File: src/rtl/hsmru_pkg.sv
// Shared types and constants of the heard-station most-recently-heard table.
package hsmru_pkg;

  // Default table depth.
  localparam int unsigned HeardSlotsDef = 16;

  // Field widths.
  localparam int unsigned CallW  = 48;
  localparam int unsigned SsidW  = 4;
  localparam int unsigned CtlW   = 8;
  localparam int unsigned PidW   = 8;
  localparam int unsigned TimeW  = 32;
  localparam int unsigned FlagW  = 3;
  localparam int unsigned SlotOutW  = 4;
  localparam int unsigned CountOutW = 5;
  localparam int unsigned CodeW  = 6;

  // Configuration port.
  localparam int unsigned CfgIdxW  = 2;
  localparam int unsigned CfgDataW = 6;
  localparam logic [CfgIdxW-1:0] CfgHeardEnable  = 2'd0;
  localparam logic [CfgIdxW-1:0] CfgPidArp       = 2'd1;
  localparam logic [CfgIdxW-1:0] CfgPidNetrom    = 2'd2;
  localparam logic [CfgIdxW-1:0] CfgPidIp        = 2'd3;

  localparam logic [CodeW-1:0] PidArpRst    = 6'd13;
  localparam logic [CodeW-1:0] PidNetromRst = 6'd15;
  localparam logic [CodeW-1:0] PidIpRst     = 6'd12;

  // Frame type decode.
  localparam logic [CtlW-1:0] CtlPfClearMask = 8'hef;
  localparam logic [CtlW-1:0] CtlUi          = 8'h03;

  // Seen flags.
  localparam logic [FlagW-1:0] FlagArp    = 3'b001;
  localparam logic [FlagW-1:0] FlagNetrom = 3'b010;
  localparam logic [FlagW-1:0] FlagIp     = 3'b100;
  localparam logic [FlagW-1:0] FlagNone   = 3'b000;

  // One table entry as held in the entry RAM.
  typedef struct packed {
    logic [CallW-1:0] call;
    logic [SsidW-1:0] ssid;
    logic [FlagW-1:0] flags;
    logic [TimeW-1:0] heard;
  } entry_t;

  localparam int unsigned EntryW = $bits(entry_t);

  // Sequencer states, one-hot.
  typedef enum logic [6:0] {
    StIdle    = 7'b0000001,
    StWalkRd  = 7'b0000010,
    StWalkCmp = 7'b0000100,
    StDecide  = 7'b0001000,
    StLink1   = 7'b0010000,
    StLink2   = 7'b0100000,
    StDone    = 7'b1000000
  } state_e;

endpackage

File: src/rtl/heard_station_mru_table_top.sv
// Top level of the heard-station most-recently-heard table (move-to-front list).
//
//   channel   direction   handshake              payload
//   -------   ---------   --------------------   ------------------------------------------
//   in        sink        in_valid_i/in_stall_o   station_call, ssid, ctl/pid, now_seconds
//   out       source      out_valid_o/out_stall_i slot, hit, evict, flags, count, tracked
//   cfg       sink        cfg_we_i               cfg_index_i, cfg_wdata_i
//
// A hit ends the walk at the matching entry, a miss walks to the list end or the depth
// bound, and a disabled item skips the walk. The walk spends one registered RAM read and
// one shared call/SSID comparator on each entry; the next item is taken in the cycle
// after the result is loaded.
// Reset empties the list and zeroes the count; the RAMs stay uncleared, as the list only
// links written slots. A full, stalled output register holds the sequencer in its last state.

module heard_station_mru_table_top #(
  parameter int unsigned HeardSlots = hsmru_pkg::HeardSlotsDef
) (
  input  logic                               clk_i,
  input  logic                               rst_ni,

  input  logic                               cfg_we_i,
  input  logic [hsmru_pkg::CfgIdxW-1:0]      cfg_index_i,
  input  logic [hsmru_pkg::CfgDataW-1:0]     cfg_wdata_i,

  input  logic                               in_valid_i,
  output logic                               in_stall_o,
  input  logic [hsmru_pkg::CallW-1:0]        station_call_i,
  input  logic [hsmru_pkg::SsidW-1:0]        station_ssid_i,
  input  logic                               has_ctl_pid_i,
  input  logic [hsmru_pkg::CtlW-1:0]         control_byte_i,
  input  logic [hsmru_pkg::PidW-1:0]         pid_byte_i,
  input  logic [hsmru_pkg::TimeW-1:0]        now_seconds_i,

  output logic                               out_valid_o,
  input  logic                               out_stall_i,
  output logic [hsmru_pkg::SlotOutW-1:0]     slot_used_o,
  output logic                               was_hit_o,
  output logic                               evicted_oldest_o,
  output logic [hsmru_pkg::FlagW-1:0]        station_flags_o,
  output logic [hsmru_pkg::CountOutW-1:0]    entries_in_use_o,
  output logic                               tracked_o
);

  import hsmru_pkg::*;

  // Slot index width, and link/count width that also holds "none" = HeardSlots.
  localparam int unsigned SW = $clog2(HeardSlots);
  localparam int unsigned LW = $clog2(HeardSlots + 1);
  localparam logic [LW-1:0] LinkNone = LW'(HeardSlots);

  // Configuration registers.
  logic             enable_q;
  logic [CodeW-1:0] code_arp_q, code_netrom_q, code_ip_q;

  // Sequencer and list state.
  state_e state_q, state_d;
  logic [LW-1:0] head_q, used_q;

  // Item registers.
  logic [CallW-1:0] call_q;
  logic [SsidW-1:0] ssid_q;
  logic [TimeW-1:0] now_q;
  logic [FlagW-1:0] pid_flag_q;

  // Walk registers.
  logic [LW-1:0] curr_q, prev_q, before_q, nxt_q, steps_q;
  logic [FlagW-1:0] old_flags_q;

  // Result registers.
  logic [SW-1:0]    slot_q;
  logic             hit_q, evict_q, tracked_q;
  logic [FlagW-1:0] flags_q;

  // Planned link writes and list updates.
  logic          l1_en_q, l2_en_q, inc_q;
  logic [SW-1:0] l1_addr_q, l2_addr_q;
  logic [LW-1:0] l1_data_q, l2_data_q, head_new_q;

  // Output register.
  logic                 out_valid_q;
  logic [SlotOutW-1:0]  out_slot_q;
  logic                 out_hit_q, out_evict_q, out_tracked_q;
  logic [FlagW-1:0]     out_flags_q;
  logic [CountOutW-1:0] out_count_q;

  // RAM ports.
  entry_t        ent_rdata, ent_wdata;
  logic          ent_we;
  logic [LW-1:0] link_rdata, link_wdata;
  logic          link_we;
  logic [SW-1:0] link_waddr;

  logic in_accept, out_free;
  logic curr_valid, walk_end, match;
  logic [CodeW-1:0] pid_code;
  logic [FlagW-1:0] pid_flag;
  logic is_i, is_ui;
  logic [31:0] slot_ext, used_ext;

  assign in_accept = in_valid_i && (state_q == StIdle);
  assign out_free  = !out_valid_q || !out_stall_i;

  // Decode the flag this frame may set; first equal code wins.
  assign is_i     = !control_byte_i[0];
  assign is_ui    = (control_byte_i & CtlPfClearMask) == CtlUi;
  assign pid_code = pid_byte_i[CodeW-1:0];
  always_comb begin
    pid_flag = FlagNone;
    if (has_ctl_pid_i && (is_i || is_ui)) begin
      if (pid_code == code_arp_q) begin
        pid_flag = FlagArp;
      end else if (pid_code == code_netrom_q) begin
        pid_flag = FlagNetrom;
      end else if (pid_code == code_ip_q) begin
        pid_flag = FlagIp;
      end
    end
  end

  // Shared compare unit and walk bounds.
  assign curr_valid = curr_q < LinkNone;
  assign walk_end   = !curr_valid || (steps_q >= LinkNone);
  assign match      = (ent_rdata.call == call_q) && (ent_rdata.ssid == ssid_q);

  // Next state.
  always_comb begin
    state_d = state_q;
    case (state_q)
      StIdle: begin
        if (in_accept) begin
          state_d = enable_q ? StWalkRd : StDone;
        end
      end
      StWalkRd:  state_d = walk_end ? StDecide : StWalkCmp;
      StWalkCmp: state_d = match ? StDecide : StWalkRd;
      StDecide:  state_d = StLink1;
      StLink1:   state_d = StLink2;
      StLink2:   state_d = StDone;
      StDone:    state_d = out_free ? StIdle : StDone;
      default:   state_d = StIdle;
    endcase
  end

  always_ff @(posedge clk_i or negedge rst_ni) begin
    if (!rst_ni) begin
      state_q <= StIdle;
    end else begin
      state_q <= state_d;
    end
  end

  // Configuration writes.
  always_ff @(posedge clk_i or negedge rst_ni) begin
    if (!rst_ni) begin
      enable_q      <= 1'b0;
      code_arp_q    <= PidArpRst;
      code_netrom_q <= PidNetromRst;
      code_ip_q     <= PidIpRst;
    end else if (cfg_we_i) begin
      case (cfg_index_i)
        CfgHeardEnable: enable_q      <= cfg_wdata_i[0];
        CfgPidArp:      code_arp_q    <= cfg_wdata_i;
        CfgPidNetrom:   code_netrom_q <= cfg_wdata_i;
        CfgPidIp:       code_ip_q     <= cfg_wdata_i;
        default:        enable_q      <= enable_q;
      endcase
    end
  end

  // List head and occupancy; advance both when the link updates land.
  always_ff @(posedge clk_i or negedge rst_ni) begin
    if (!rst_ni) begin
      head_q <= LinkNone;
      used_q <= '0;
    end else if (state_q == StLink2) begin
      head_q <= head_new_q;
      if (inc_q) begin
        used_q <= used_q + LW'(1);
      end
    end
  end

  // Item, walk and plan registers.
  always_ff @(posedge clk_i) begin
    case (state_q)
      StIdle: begin
        call_q     <= station_call_i;
        ssid_q     <= station_ssid_i;
        now_q      <= now_seconds_i;
        pid_flag_q <= pid_flag;
        curr_q     <= head_q;
        prev_q     <= LinkNone;
        before_q   <= LinkNone;
        steps_q    <= '0;
        hit_q      <= 1'b0;
        evict_q    <= 1'b0;
        slot_q     <= '0;
        flags_q    <= FlagNone;
        tracked_q  <= enable_q;
      end
      StWalkCmp: begin
        if (match) begin
          hit_q       <= 1'b1;
          old_flags_q <= ent_rdata.flags;
          nxt_q       <= link_rdata;
        end else begin
          before_q <= prev_q;
          prev_q   <= curr_q;
          curr_q   <= link_rdata;
          steps_q  <= steps_q + LW'(1);
        end
      end
      StDecide: begin
        l1_en_q    <= 1'b0;
        l2_en_q    <= 1'b0;
        inc_q      <= 1'b0;
        l1_addr_q  <= prev_q[SW-1:0];
        l1_data_q  <= nxt_q;
        l2_data_q  <= head_q;
        head_new_q <= head_q;
        if (hit_q) begin
          // Unlink from its place and put it at the front.
          slot_q     <= curr_q[SW-1:0];
          flags_q    <= old_flags_q | pid_flag_q;
          l1_en_q    <= prev_q < LinkNone;
          l2_en_q    <= prev_q < LinkNone;
          l2_addr_q  <= curr_q[SW-1:0];
          head_new_q <= curr_q;
        end else if (used_q < LinkNone) begin
          // Take the next never-used slot.
          slot_q     <= used_q[SW-1:0];
          flags_q    <= pid_flag_q;
          l2_en_q    <= 1'b1;
          l2_addr_q  <= used_q[SW-1:0];
          head_new_q <= used_q;
          inc_q      <= 1'b1;
        end else if (prev_q >= LinkNone) begin
          // Full table with an empty list: reuse slot zero alone.
          slot_q     <= '0;
          flags_q    <= pid_flag_q;
          evict_q    <= 1'b1;
          l2_en_q    <= 1'b1;
          l2_addr_q  <= '0;
          l2_data_q  <= LinkNone;
          head_new_q <= '0;
        end else begin
          // Evict the tail and move it to the front.
          slot_q    <= prev_q[SW-1:0];
          flags_q   <= pid_flag_q;
          evict_q   <= 1'b1;
          l1_addr_q <= before_q[SW-1:0];
          l1_data_q <= LinkNone;
          l2_addr_q <= prev_q[SW-1:0];
          if (before_q < LinkNone) begin
            l1_en_q    <= 1'b1;
            l2_en_q    <= 1'b1;
            head_new_q <= prev_q;
          end
        end
      end
      default: begin
        curr_q <= curr_q;
      end
    endcase
  end

  // RAM write ports.
  assign ent_we          = state_q == StLink1;
  assign ent_wdata.call  = call_q;
  assign ent_wdata.ssid  = ssid_q;
  assign ent_wdata.flags = flags_q;
  assign ent_wdata.heard = now_q;

  assign link_we    = ((state_q == StLink1) && l1_en_q) || ((state_q == StLink2) && l2_en_q);
  assign link_waddr = (state_q == StLink1) ? l1_addr_q : l2_addr_q;
  assign link_wdata = (state_q == StLink1) ? l1_data_q : l2_data_q;

  hsmru_ram #(
    .Width (EntryW),
    .Depth (HeardSlots)
  ) u_entry_ram (
    .clk_i   (clk_i),
    .we_i    (ent_we),
    .waddr_i (slot_q),
    .wdata_i (ent_wdata),
    .raddr_i (curr_q[SW-1:0]),
    .rdata_o (ent_rdata)
  );

  hsmru_ram #(
    .Width (LW),
    .Depth (HeardSlots)
  ) u_link_ram (
    .clk_i   (clk_i),
    .we_i    (link_we),
    .waddr_i (link_waddr),
    .wdata_i (link_wdata),
    .raddr_i (curr_q[SW-1:0]),
    .rdata_o (link_rdata)
  );

  // Output register; load it from the result when free, hold it under stall.
  assign slot_ext = 32'(slot_q);
  assign used_ext = 32'(used_q);

  always_ff @(posedge clk_i or negedge rst_ni) begin
    if (!rst_ni) begin
      out_valid_q <= 1'b0;
    end else if ((state_q == StDone) && out_free) begin
      out_valid_q <= 1'b1;
    end else if (!out_stall_i) begin
      out_valid_q <= 1'b0;
    end
  end

  always_ff @(posedge clk_i) begin
    if ((state_q == StDone) && out_free) begin
      out_slot_q    <= slot_ext[SlotOutW-1:0];
      out_hit_q     <= hit_q;
      out_evict_q   <= evict_q;
      out_flags_q   <= flags_q;
      out_count_q   <= used_ext[CountOutW-1:0];
      out_tracked_q <= tracked_q;
    end
  end

  assign in_stall_o       = state_q != StIdle;
  assign out_valid_o      = out_valid_q;
  assign slot_used_o      = out_slot_q;
  assign was_hit_o        = out_hit_q;
  assign evicted_oldest_o = out_evict_q;
  assign station_flags_o  = out_flags_q;
  assign entries_in_use_o = out_count_q;
  assign tracked_o        = out_tracked_q;

  // Occupancy never passes the table depth.
  assert property (@(posedge clk_i) disable iff (!rst_ni) used_q <= LinkNone)
    else $error("occupancy above table depth");

  // The list is empty exactly when no slot is in use.
  assert property (@(posedge clk_i) disable iff (!rst_ni)
    (used_q == '0) == (head_q == LinkNone))
    else $error("list head and occupancy disagree");

  // The walk never visits more entries than the table holds.
  assert property (@(posedge clk_i) disable iff (!rst_ni)
    (state_q == StWalkCmp) |-> (steps_q < LinkNone) && curr_valid)
    else $error("walk ran past table bounds");

  // An untracked result carries no slot, hit, eviction or flags.
  assert property (@(posedge clk_i) disable iff (!rst_ni)
    (out_valid_q && !out_tracked_q) |->
      (out_slot_q == '0) && !out_hit_q && !out_evict_q && (out_flags_q == FlagNone))
    else $error("untracked result with table fields set");

  // Eviction only happens once the table is full.
  assert property (@(posedge clk_i) disable iff (!rst_ni)
    ((state_q == StLink1) && evict_q) |-> (used_q == LinkNone))
    else $error("eviction with free slots left");

endmodule

File: src/rtl/hsmru_ram.sv
// Generic single-write, single-read RAM with registered read data.
module hsmru_ram #(
  parameter int unsigned Width = 8,
  parameter int unsigned Depth = 16
) (
  input  logic                     clk_i,
  input  logic                     we_i,
  input  logic [$clog2(Depth)-1:0] waddr_i,
  input  logic [Width-1:0]         wdata_i,
  input  logic [$clog2(Depth)-1:0] raddr_i,
  output logic [Width-1:0]         rdata_o
);

  logic [Width-1:0] mem_q [Depth];
  logic [Width-1:0] rdata_q;

  always_ff @(posedge clk_i) begin
    if (we_i) begin
      mem_q[waddr_i] <= wdata_i;
    end
    rdata_q <= mem_q[raddr_i];
  end

  assign rdata_o = rdata_q;

endmodule
File: config.mk
export PLATFORM = sky130hd
export DESIGN_NAME = heard_station_mru_table_top
export DESIGN_NICKNAME = d
export VERILOG_FILES = /design/src/rtl/hsmru_pkg.sv /design/src/rtl/heard_station_mru_table_top.sv /design/src/rtl/hsmru_ram.sv
export SDC_FILE = /design/constraint.sdc
export NUM_CORES = 1
export LEC_CHECK = 0
export BUFFER_PORTS_ARGS = -buffer_cell sky130_fd_sc_hd__buf_2
export CAP_MARGIN = 30
export CORE_MARGIN = 5
export CORE_UTILIZATION = 25
export DETAILED_ROUTE_END_ITERATION = 8
export SLEW_MARGIN = 20
export SYNTH_ARGS = -nofsm -noshare
export SYNTH_HDL_FRONTEND = slang
export SYNTH_SLANG_ARGS = --single-unit
export TNS_END_PERCENT = 20
File: constraint.sdc
create_clock -name clk_i -period 5.3 [get_ports clk_i]
set_input_delay 0.265 -clock clk_i [delete_from_list [all_inputs] [get_ports clk_i]]
set_output_delay 0.265 -clock clk_i [all_outputs]
set_load 0.02 [all_outputs]
==> impl_results.md, run 1 <==
* Status: finished, final reports clean
* Leak pwr at 0.0162 uW
* Post-CTS Setup Bufs at 0
* Core area at 178000 sq um
* Synth top area share at 0.735
* DIE AREA at 187000 sq um
* Synth Register Bits at 1191
* Ys flop type: edfxtp_1
* Row count at 155
* Synth Area in Adders at 0.000560
* Switching Fraction at 0.274
* Mean Syn Cell Area at 23.0 sq um
* Yosys warns at 0
* Worst path slowest cell: nor4_1
* Simple-gate share of the synthesized area at 0.0246
* Sequential power share at 0.508
* Clock power frac at 0.304
* Largest net degree at the start of global routing at 105
* Peak VDD IR at 0.000376 V
* Wire per inst at 20.8 um
* Post-DP HPWL at 51900 um
* Endpoint class of the critical path: flip-flop
* Count of distinct cell types in the synthesized netlist at 56
* CP Launch Type: flip-flop
* Antenna-violating nets left at 0
* Initial DRC count at 1840
* Number of I/O pins at 131
* Die W at 433 um
* Initial Utilization at 0.251
* DRT Wirelength at 96100 um
* Fraction of registers with async set/reset at 0.0311
* Syn Inst Count at 1940
* Die Y-Extent at 433 um
* RSZ-0062 raised after global routing: no
* Tmin final at 3.82 ns
* Hold path cells at 4
* Hold Slack at 0.0762 ns
* Port Buf Inserts at 95
* Root buffer cell: clkbuf_16
* Layout cells sized above 1 at 0.296
* Final worst-path cycle share at 0.721
* Hold Path Class: in2reg
* XOR/XNOR Fraction of Synth Area at 0.0153
* Switching power at 7190 uW
* Complex-gate fraction of the synthesized area at 0.00560
* Max Cap Violations at 0
* Multi-input gate area in the final layout at 9300 sq um
* Top post-synthesis cells by area: edfxtp_1 74%, mux4_2 15%, dfxtp_1 2.7%
* Cell Area, Synth at 44700 sq um
* Clock sink total at 1191
* Crit path required time at 5.53 ns
* Comb pwr share at 0.189
* Global-route wire length before repair at 141000 um
* Pint at 19100 uW
* Mux contribution to synthesized area at 0.159
* Slew Viols, Final at 0
* Total CTS buffers at 109
* Synth-to-Final Area Change at 17.7%
* Clk_lat worst skew at 0.70 ns
* CTS Buffer Depth at 3
* Cell taking the most area after synthesis: edfxtp_1
* Slew margin rel. at 0.372
* Worst-Margin Slew at 0.942 ns
* H-tree Lvls at 3
* Tot Pwr at 26300 uW
* Clock Skews at 0.0458 ns
* CTS tree: built
* DR vias at 20000
* Final Hold Fails at 0
* Seq/Total Area, Yosys at 0.783
* Synthesized net count at 2056
* CP peak stage delay at 0.67 ns
* R2R Setup Slk at 1.48 ns
* Vias in the first global route at 20300
* Register Area at 35000 sq um
* EDFF count, synth at 1094
* Gr usage total at 0.101
* Antenna violations before repair at 7
* Crit-path max FO at 20
* Clock transition at the registers of the reported paths at 0.06 ns
* Vias per cell at 4.32
* Critical path arrival at 4.05 ns
* First drt pass iteration count at 5
* Worst path cell trace: xnor2_1 -> nand4_1 -> nor4_1 -> nand4_1 -> nand2_1 -> nand2_1
* Power per cell area at 499 nW/um^2
* FMAX at 262 MHz
* Crit Path Category: reg2reg
* Layout Nets at 2290
* Fill cells at 17100
* Largest family of logic cells by synthesized area: multiplexers
* Overflow after GRT at 0
* Residual DRC at 0
* Worst r2r path cells at 6
* Gpl congestion at 0.756
* Final setup viols at 0
## power by group through the flow
stage                     sequential, uW  combinational [uW]  clock, uW
after detailed placement           13600                5030          0
after global placement             13500                5020          0
after global routing               13500                5350       8580
after floorplan                    13000                3750          0
final                              13300                4950       7980
after CTS                          13400                5100       8160
## stage by stage
step / TNS [ns] / setup slack (ns) / cell area, sq um / utilization / std cells
after global placement: 0 / 1.61 / 48300 / 0.271 / 4349
after floorplan: -58.71 / -0.535 / 44700 / - / 1940
after global routing: 0 / 1.23 / 52600 / 0.295 / 4626
after CTS: 0 / 1.46 / 52600 / 0.295 / 4621
final: 0 / 1.48 / 52600 / 0.295 / 4626
after detailed placement: 0 / 1.51 / 48300 / 0.271 / 4349
## cell type report
type / count / area share
well taps: 2355 / 0.0560
clock buffers: 155 / 0.0578
repair buffers: 201 / 0.0324
inverters: 10 / 0.000856
diodes: 1 / 0.0000476
flip-flops and latches: 1191 / 0.665
clock inverters: 52 / 0.0112
multi-input cells: 661 / 0.177
## layout by cell type (no fill, tap or decap), drive strengths merged, types with 5 or more instances in the layout
master / Yosys / layout
nand2b: 6 / 6
buf: 44 / 135
bufinv: 0 / 9
xnor2: 66 / 66
dfstp: 11 / 11
inv: 9 / 14
nand3b: 7 / 7
o21ai: 11 / 11
clkinv: 1 / 35
dfrtp: 26 / 26
a21oi: 12 / 12
and2: 16 / 16
clkbuf: 34 / 155
nor3b: 8 / 8
edfxtp: 1094 / 1094
nor3: 13 / 13
nor2: 53 / 53
mux2: 29 / 29
nor2b: 7 / 7
nand3: 11 / 11
nand2: 53 / 53
xor2: 12 / 12
nand4: 17 / 17
nor4: 5 / 5
dfxtp: 60 / 60
dlygate4sd3: 0 / 66
mux4: 300 / 300
## critical path, delay by kind of cell (launching register included)
kind | cells | cell delay (ns)
and+or+nand+nor | 5 | 2.26
DFF | 1 | 0.59
xor gates and xnor gates | 1 | 0.48
## sequential cells by signal (all words and copies together), names as in the netlist, 5 cells and up
| name | cells |
|---|---|
| u_entry_ram.mem_q | 880 |
| u_link_ram.mem_q | 80 |
| u_entry_ram.rdata_o | 55 |
| call_q | 48 |
| state_q | 7 |
| code_arp_q | 6 |
| code_ip_q | 6 |
| code_netrom_q | 6 |
| before_q | 5 |
| curr_q | 5 |
| entries_in_use_o | 5 |
| head_new_q | 5 |
| head_q | 5 |
| l1_data_q | 5 |
| l2_data_q | 5 |
| nxt_q | 5 |
| prev_q | 5 |
| steps_q | 5 |
| u_link_ram.rdata_o | 5 |
| used_q | 5 |
## Yosys cell counts (all sizes together), types with 2 or more instances
master  number
dfstp       11
nor3b        8
nand3b       7
xnor2       66
nand2       53
a31oi        3
inv          9
mux2i        4
nand3       11
nor2b        7
buf         44
xor2        12
nor4         5
nand4       17
mux2        29
clkbuf      34
ha           2
o21ai       11
and2        16
edfxtp    1094
a22oi        2
nor3        13
a21oi       12
or3          2
and3         2
dfrtp       26
mux4       300
nor2        53
dfxtp       60
nand2b       6
o31ai        3
or2          4
o21a         2
nand4b       3
## worst paths after layout
kind	to	startpoint
hold / removal	pid_flag_q[2]	control_byte_i[0]
max in group asynchronous	head_q[4]	rst_ni
setup / recovery	steps_q[1]	call_q[14]
hold reg to reg	old_flags_q[2]	u_entry_ram.rdata_o[34]
setup reg to reg	steps_q[1]	call_q[14]
min in group asynchronous	code_netrom_q[5]	rst_ni
## metal layers
| layer | part of all wire | track usage | vias up |
|---|---|---|---|
| li1 | - | - | 8557 |
| met1 | 0.45 | 0.145 | 10700 |
| met2 | 0.48 | 0.162 | 550 |
| met3 | 0.055 | 0.0193 | 150 |
| met4 | 0.018 | 0.0205 | 2 |
| met5 | 0.00011 | 0 | - |
## timing repair
item | in CTS | in global routing
hold buffers | 65 | 1
endpoints found under the hold margin | 104 | 3
resized for setup | 0 | 0
## cell families after synthesis
family | after synthesis
muxes | 333
AOI/OAI and AO/OA | 39
buffers and inverters | 88
xor gates and xnor gates | 78
adders and majority gates | 2
DFF | 1191
and+or+nand+nor | 209
No activity file was read; power rests on OpenSTA's default activity.
==> run 2: changes to the inputs <==
==> constraint.sdc (replaced) <==
create_clock -name clk_i -period 3.8 [get_ports clk_i]
set_input_delay 0.19 -clock clk_i [delete_from_list [all_inputs] [get_ports clk_i]]
set_output_delay 0.19 -clock clk_i [all_outputs]
set_load 0.02 [all_outputs]
==> run 2 against run 1 <==
Compared with the run above:
- worst setup slack got worse by 1.1 ns
- sequential share of layout area fell by 0.80 points
- combinational power rose by 48%
- clock power rose by 45%
- die area did not move
- wire length rose by 1.0%
- maximum frequency rose by 11%
- hold slack got worse by 0.026 ns
- sequential cell count did not move
- first-iteration DRC count rose by 6.9%
- critical path type unchanged
==> impl_results.md, run 2 (synthesized netlist as in run 1, its figures left out) <==
* Clock transition at the registers of the reported paths at 0.06 ns (about the same)
* Fill cells at 17000 (was 17100)
* Endpoint class of the critical path: flip-flop (unchanged)
* Gr usage total at 0.103 (was 0.101)
* Wire per inst at 20.8 um (about the same)
* Slew margin rel. at 0.508 (was 0.372)
* Layout Nets at 2321 (was 2290)
* DIE AREA at 187000 sq um (unchanged)
* Comb pwr share at 0.197 (was 0.189)
* Peak VDD IR at 0.000516 V (was 0.000376 V)
* Critical path arrival at 3.81 ns (was 4.05 ns)
* Row count at 155 (unchanged)
* DRT Wirelength at 97100 um (was 96100 um)
* DP Worst Slack at 0.360 ns (was 1.51 ns)
* Total CTS buffers at 111 (was 109)
* Antenna violations before repair at 5 (was 7)
* Vias per cell at 4.30 (was 4.32)
* Setup tns final at 0 ns (unchanged)
* Placed Cells at 4375 (was 4349)
* Final worst-path cycle share at 0.910 (was 0.721)
* Worst setup margin at 0.344 ns (was 1.48 ns)
* Tmin final at 3.46 ns (was 3.82 ns)
* Largest net degree at the start of global routing at 90 (was 105)
* Vias in the first global route at 20500 (was 20300)
* Residual DRC at 0 (unchanged)
* DR vias at 20100 (was 20000)
* Antenna-violating nets left at 0 (unchanged)
* First drt pass iteration count at 5 (unchanged)
* Crit path required time at 4.15 ns (was 5.53 ns)
* Die Y-Extent at 433 um (unchanged)
* CP Launch Type: flip-flop (unchanged)
* Clock sink total at 1191 (unchanged)
* Most frequent cells in the layout: 1094 x edfxtp_1, 300 x mux4_2, 114 x clkbuf_16 (was 1094 x edfxtp_1, 300 x mux4_2, 111 x clkbuf_16)
* FF-to-FF Start: call_q[30] (was call_q[14])
* Overflow after GRT at 0 (unchanged)
* Clock power frac at 0.312 (was 0.304)
* Crit-path max FO at 17 (was 20)
* Hold Path Class: in2reg (unchanged)
* Root buffer cell: clkbuf_16 (unchanged)
* Number of I/O pins at 131 (unchanged)
* Layout cells sized above 1 at 0.306 (was 0.296)
* Register with the most flip-flops: u_entry_ram.mem_q (unchanged)
* CTS tree: built (unchanged)
* Slew Viols, Final at 0 (unchanged)
* Final setup viols at 0 (unchanged)
* Initial Utilization at 0.251 (unchanged)
* Crit Path Category: reg2reg (unchanged)
* FMAX at 289 MHz (was 262 MHz)
* Pint at 27200 uW (was 19100 uW)
* Largest register FFs at 880 (unchanged)
* Synth-to-Final Area Change at 19.2% (was 17.7%)
* Worst r2r path cells at 6 (unchanged)
* Cts repair resizes at 0 (unchanged)
* R2R Setup Slk at 0.34 ns (was 1.48 ns)
* Post-DP HPWL at 51800 um (was 51900 um)
* FF-to-FF End: old_flags_q[1] (was steps_q[1])
* Global-route wire length before repair at 143000 um (was 141000 um)
* Clk_lat worst skew at 0.70 ns (about the same)
* Initial DRC count at 1967 (was 1840)
* Max Cap Violations at 0 (unchanged)
* H-tree Lvls at 3 (unchanged)
* Non-Filler Instances at 4661 (was 4626)
* Worst-Margin Slew at 0.738 ns (was 0.942 ns)
* Sequential power share at 0.491 (was 0.508)
* Leak pwr at 0.0165 uW (was 0.0162 uW)
* Switching Fraction at 0.269 (was 0.274)
* Hold path cells at 4 (unchanged)
* Final Hold Fails at 0 (unchanged)
* Switching power at 10100 uW (was 7190 uW)
* Hold endpoint: pid_flag_q[1] (was pid_flag_q[2])
* Commonest non-fill, non-tap cell in the layout: edfxtp_1 (unchanged)
* Post-CTS Hold Buffers at 69 (was 65)
* Status: finished, final reports clean (unchanged)
* Die W at 433 um (unchanged)
* RSZ-0062 raised after global routing: no (unchanged)
* Post-CTS Setup Bufs at 0 (unchanged)
* Core area at 178000 sq um (unchanged)
* Gpl congestion at 0.746 (was 0.756)
* Min-delay src: pid_byte_i[5] (was control_byte_i[0])
* Clock Skews at 0.0516 ns (was 0.0458 ns)
* CTS Buffer Depth at 3 (unchanged)
* Port Buf Inserts at 95 (unchanged)
* Power per cell area at 700 nW/um^2 (was 499 nW/um^2)
==> run 2: cell types whose count changed in the layout (fill, tap and decap cells not counted), sizes merged <==
cell	previous run	this run
clkinvlp	4	7
diode	1	3
clkinv	35	40
clkbuf	155	145
buf	135	160
bufinv	9	16
inv	14	13
dlygate4sd3	66	70
==> run 2: how the worst max path moves through the flow <==
stage | start | cells after the start | endpoint | slack (ns)
floorplan | state_q[2] | 6 | u_entry_ram.mem_q[4][32] | -0.59
global placement | call_q[36] | 6 | old_flags_q[1] | 0.37
detailed placement | call_q[30] | 6 | old_flags_q[1] | 0.36
CTS | call_q[30] | 6 | old_flags_q[1] | 0.32
global route | call_q[30] | 6 | old_flags_q[1] | 0.20
finish | call_q[30] | 6 | old_flags_q[1] | 0.34
==> run 2: through the flow <==
step | hold slack (ns) | utilization | total power (uW) | instance area (sq um)
6_report | 0.0503 | 0.299 | 37300 | 53300
5_1_grt | 0.0326 | 0.299 | 39000 | 53300
4_1_cts | 0.00746 | 0.299 | 37800 | 53200
3_5_place_dp | 0.357 | 0.273 | 26100 | 48600
3_3_place_gp | 0.348 | 0.273 | 26000 | 48600
2_1_floorplan | -0.106 | - | 23400 | 44700
==> run 2: power groups by stage <==
stage	Combinational [uW]	Sequential, uW	Clock, uW
after floorplan	5240	18200	0
after global placement	7480	18500	0
after detailed placement	7480	18600	0
after CTS	7570	18400	11900
after global routing	7930	18500	12500
final	7350	18300	11600
==> run 2: final cells by class <==
class / instances / area, sq um / area share
antenna: 3 / 7.51 / 0.000141
clock inverter: 66 / 838 / 0.0157
clock buffer: 145 / 3050 / 0.0572
sequential: 1191 / 35000 / 0.657
inverter: 10 / 45.0 / 0.000846
tap: 2355 / 2950 / 0.0553
multi-input combinational: 661 / 9310 / 0.175
timing repair buffer: 230 / 2080 / 0.0390
==> run 2: critical path: stages, from the launching register on <==
cell and delay (ns):
edfxtp_1 0.61, xnor2_1 0.38, nand4_1 0.28, nor4_1 0.64
nand4_1 0.45, or2_2 0.46, inv_1 0.27
==> run 2: layer usage <==
metal / GRT usage / vias to the layer above / share of wire
li1: - / 8640 / -
met1: 0.144 / 10900 / 0.45
met2: 0.167 / 451 / 0.49
met3: 0.0201 / 112 / 0.046
met4: 0.0212 / 0 / 0.016
met5: 0 / - / 0
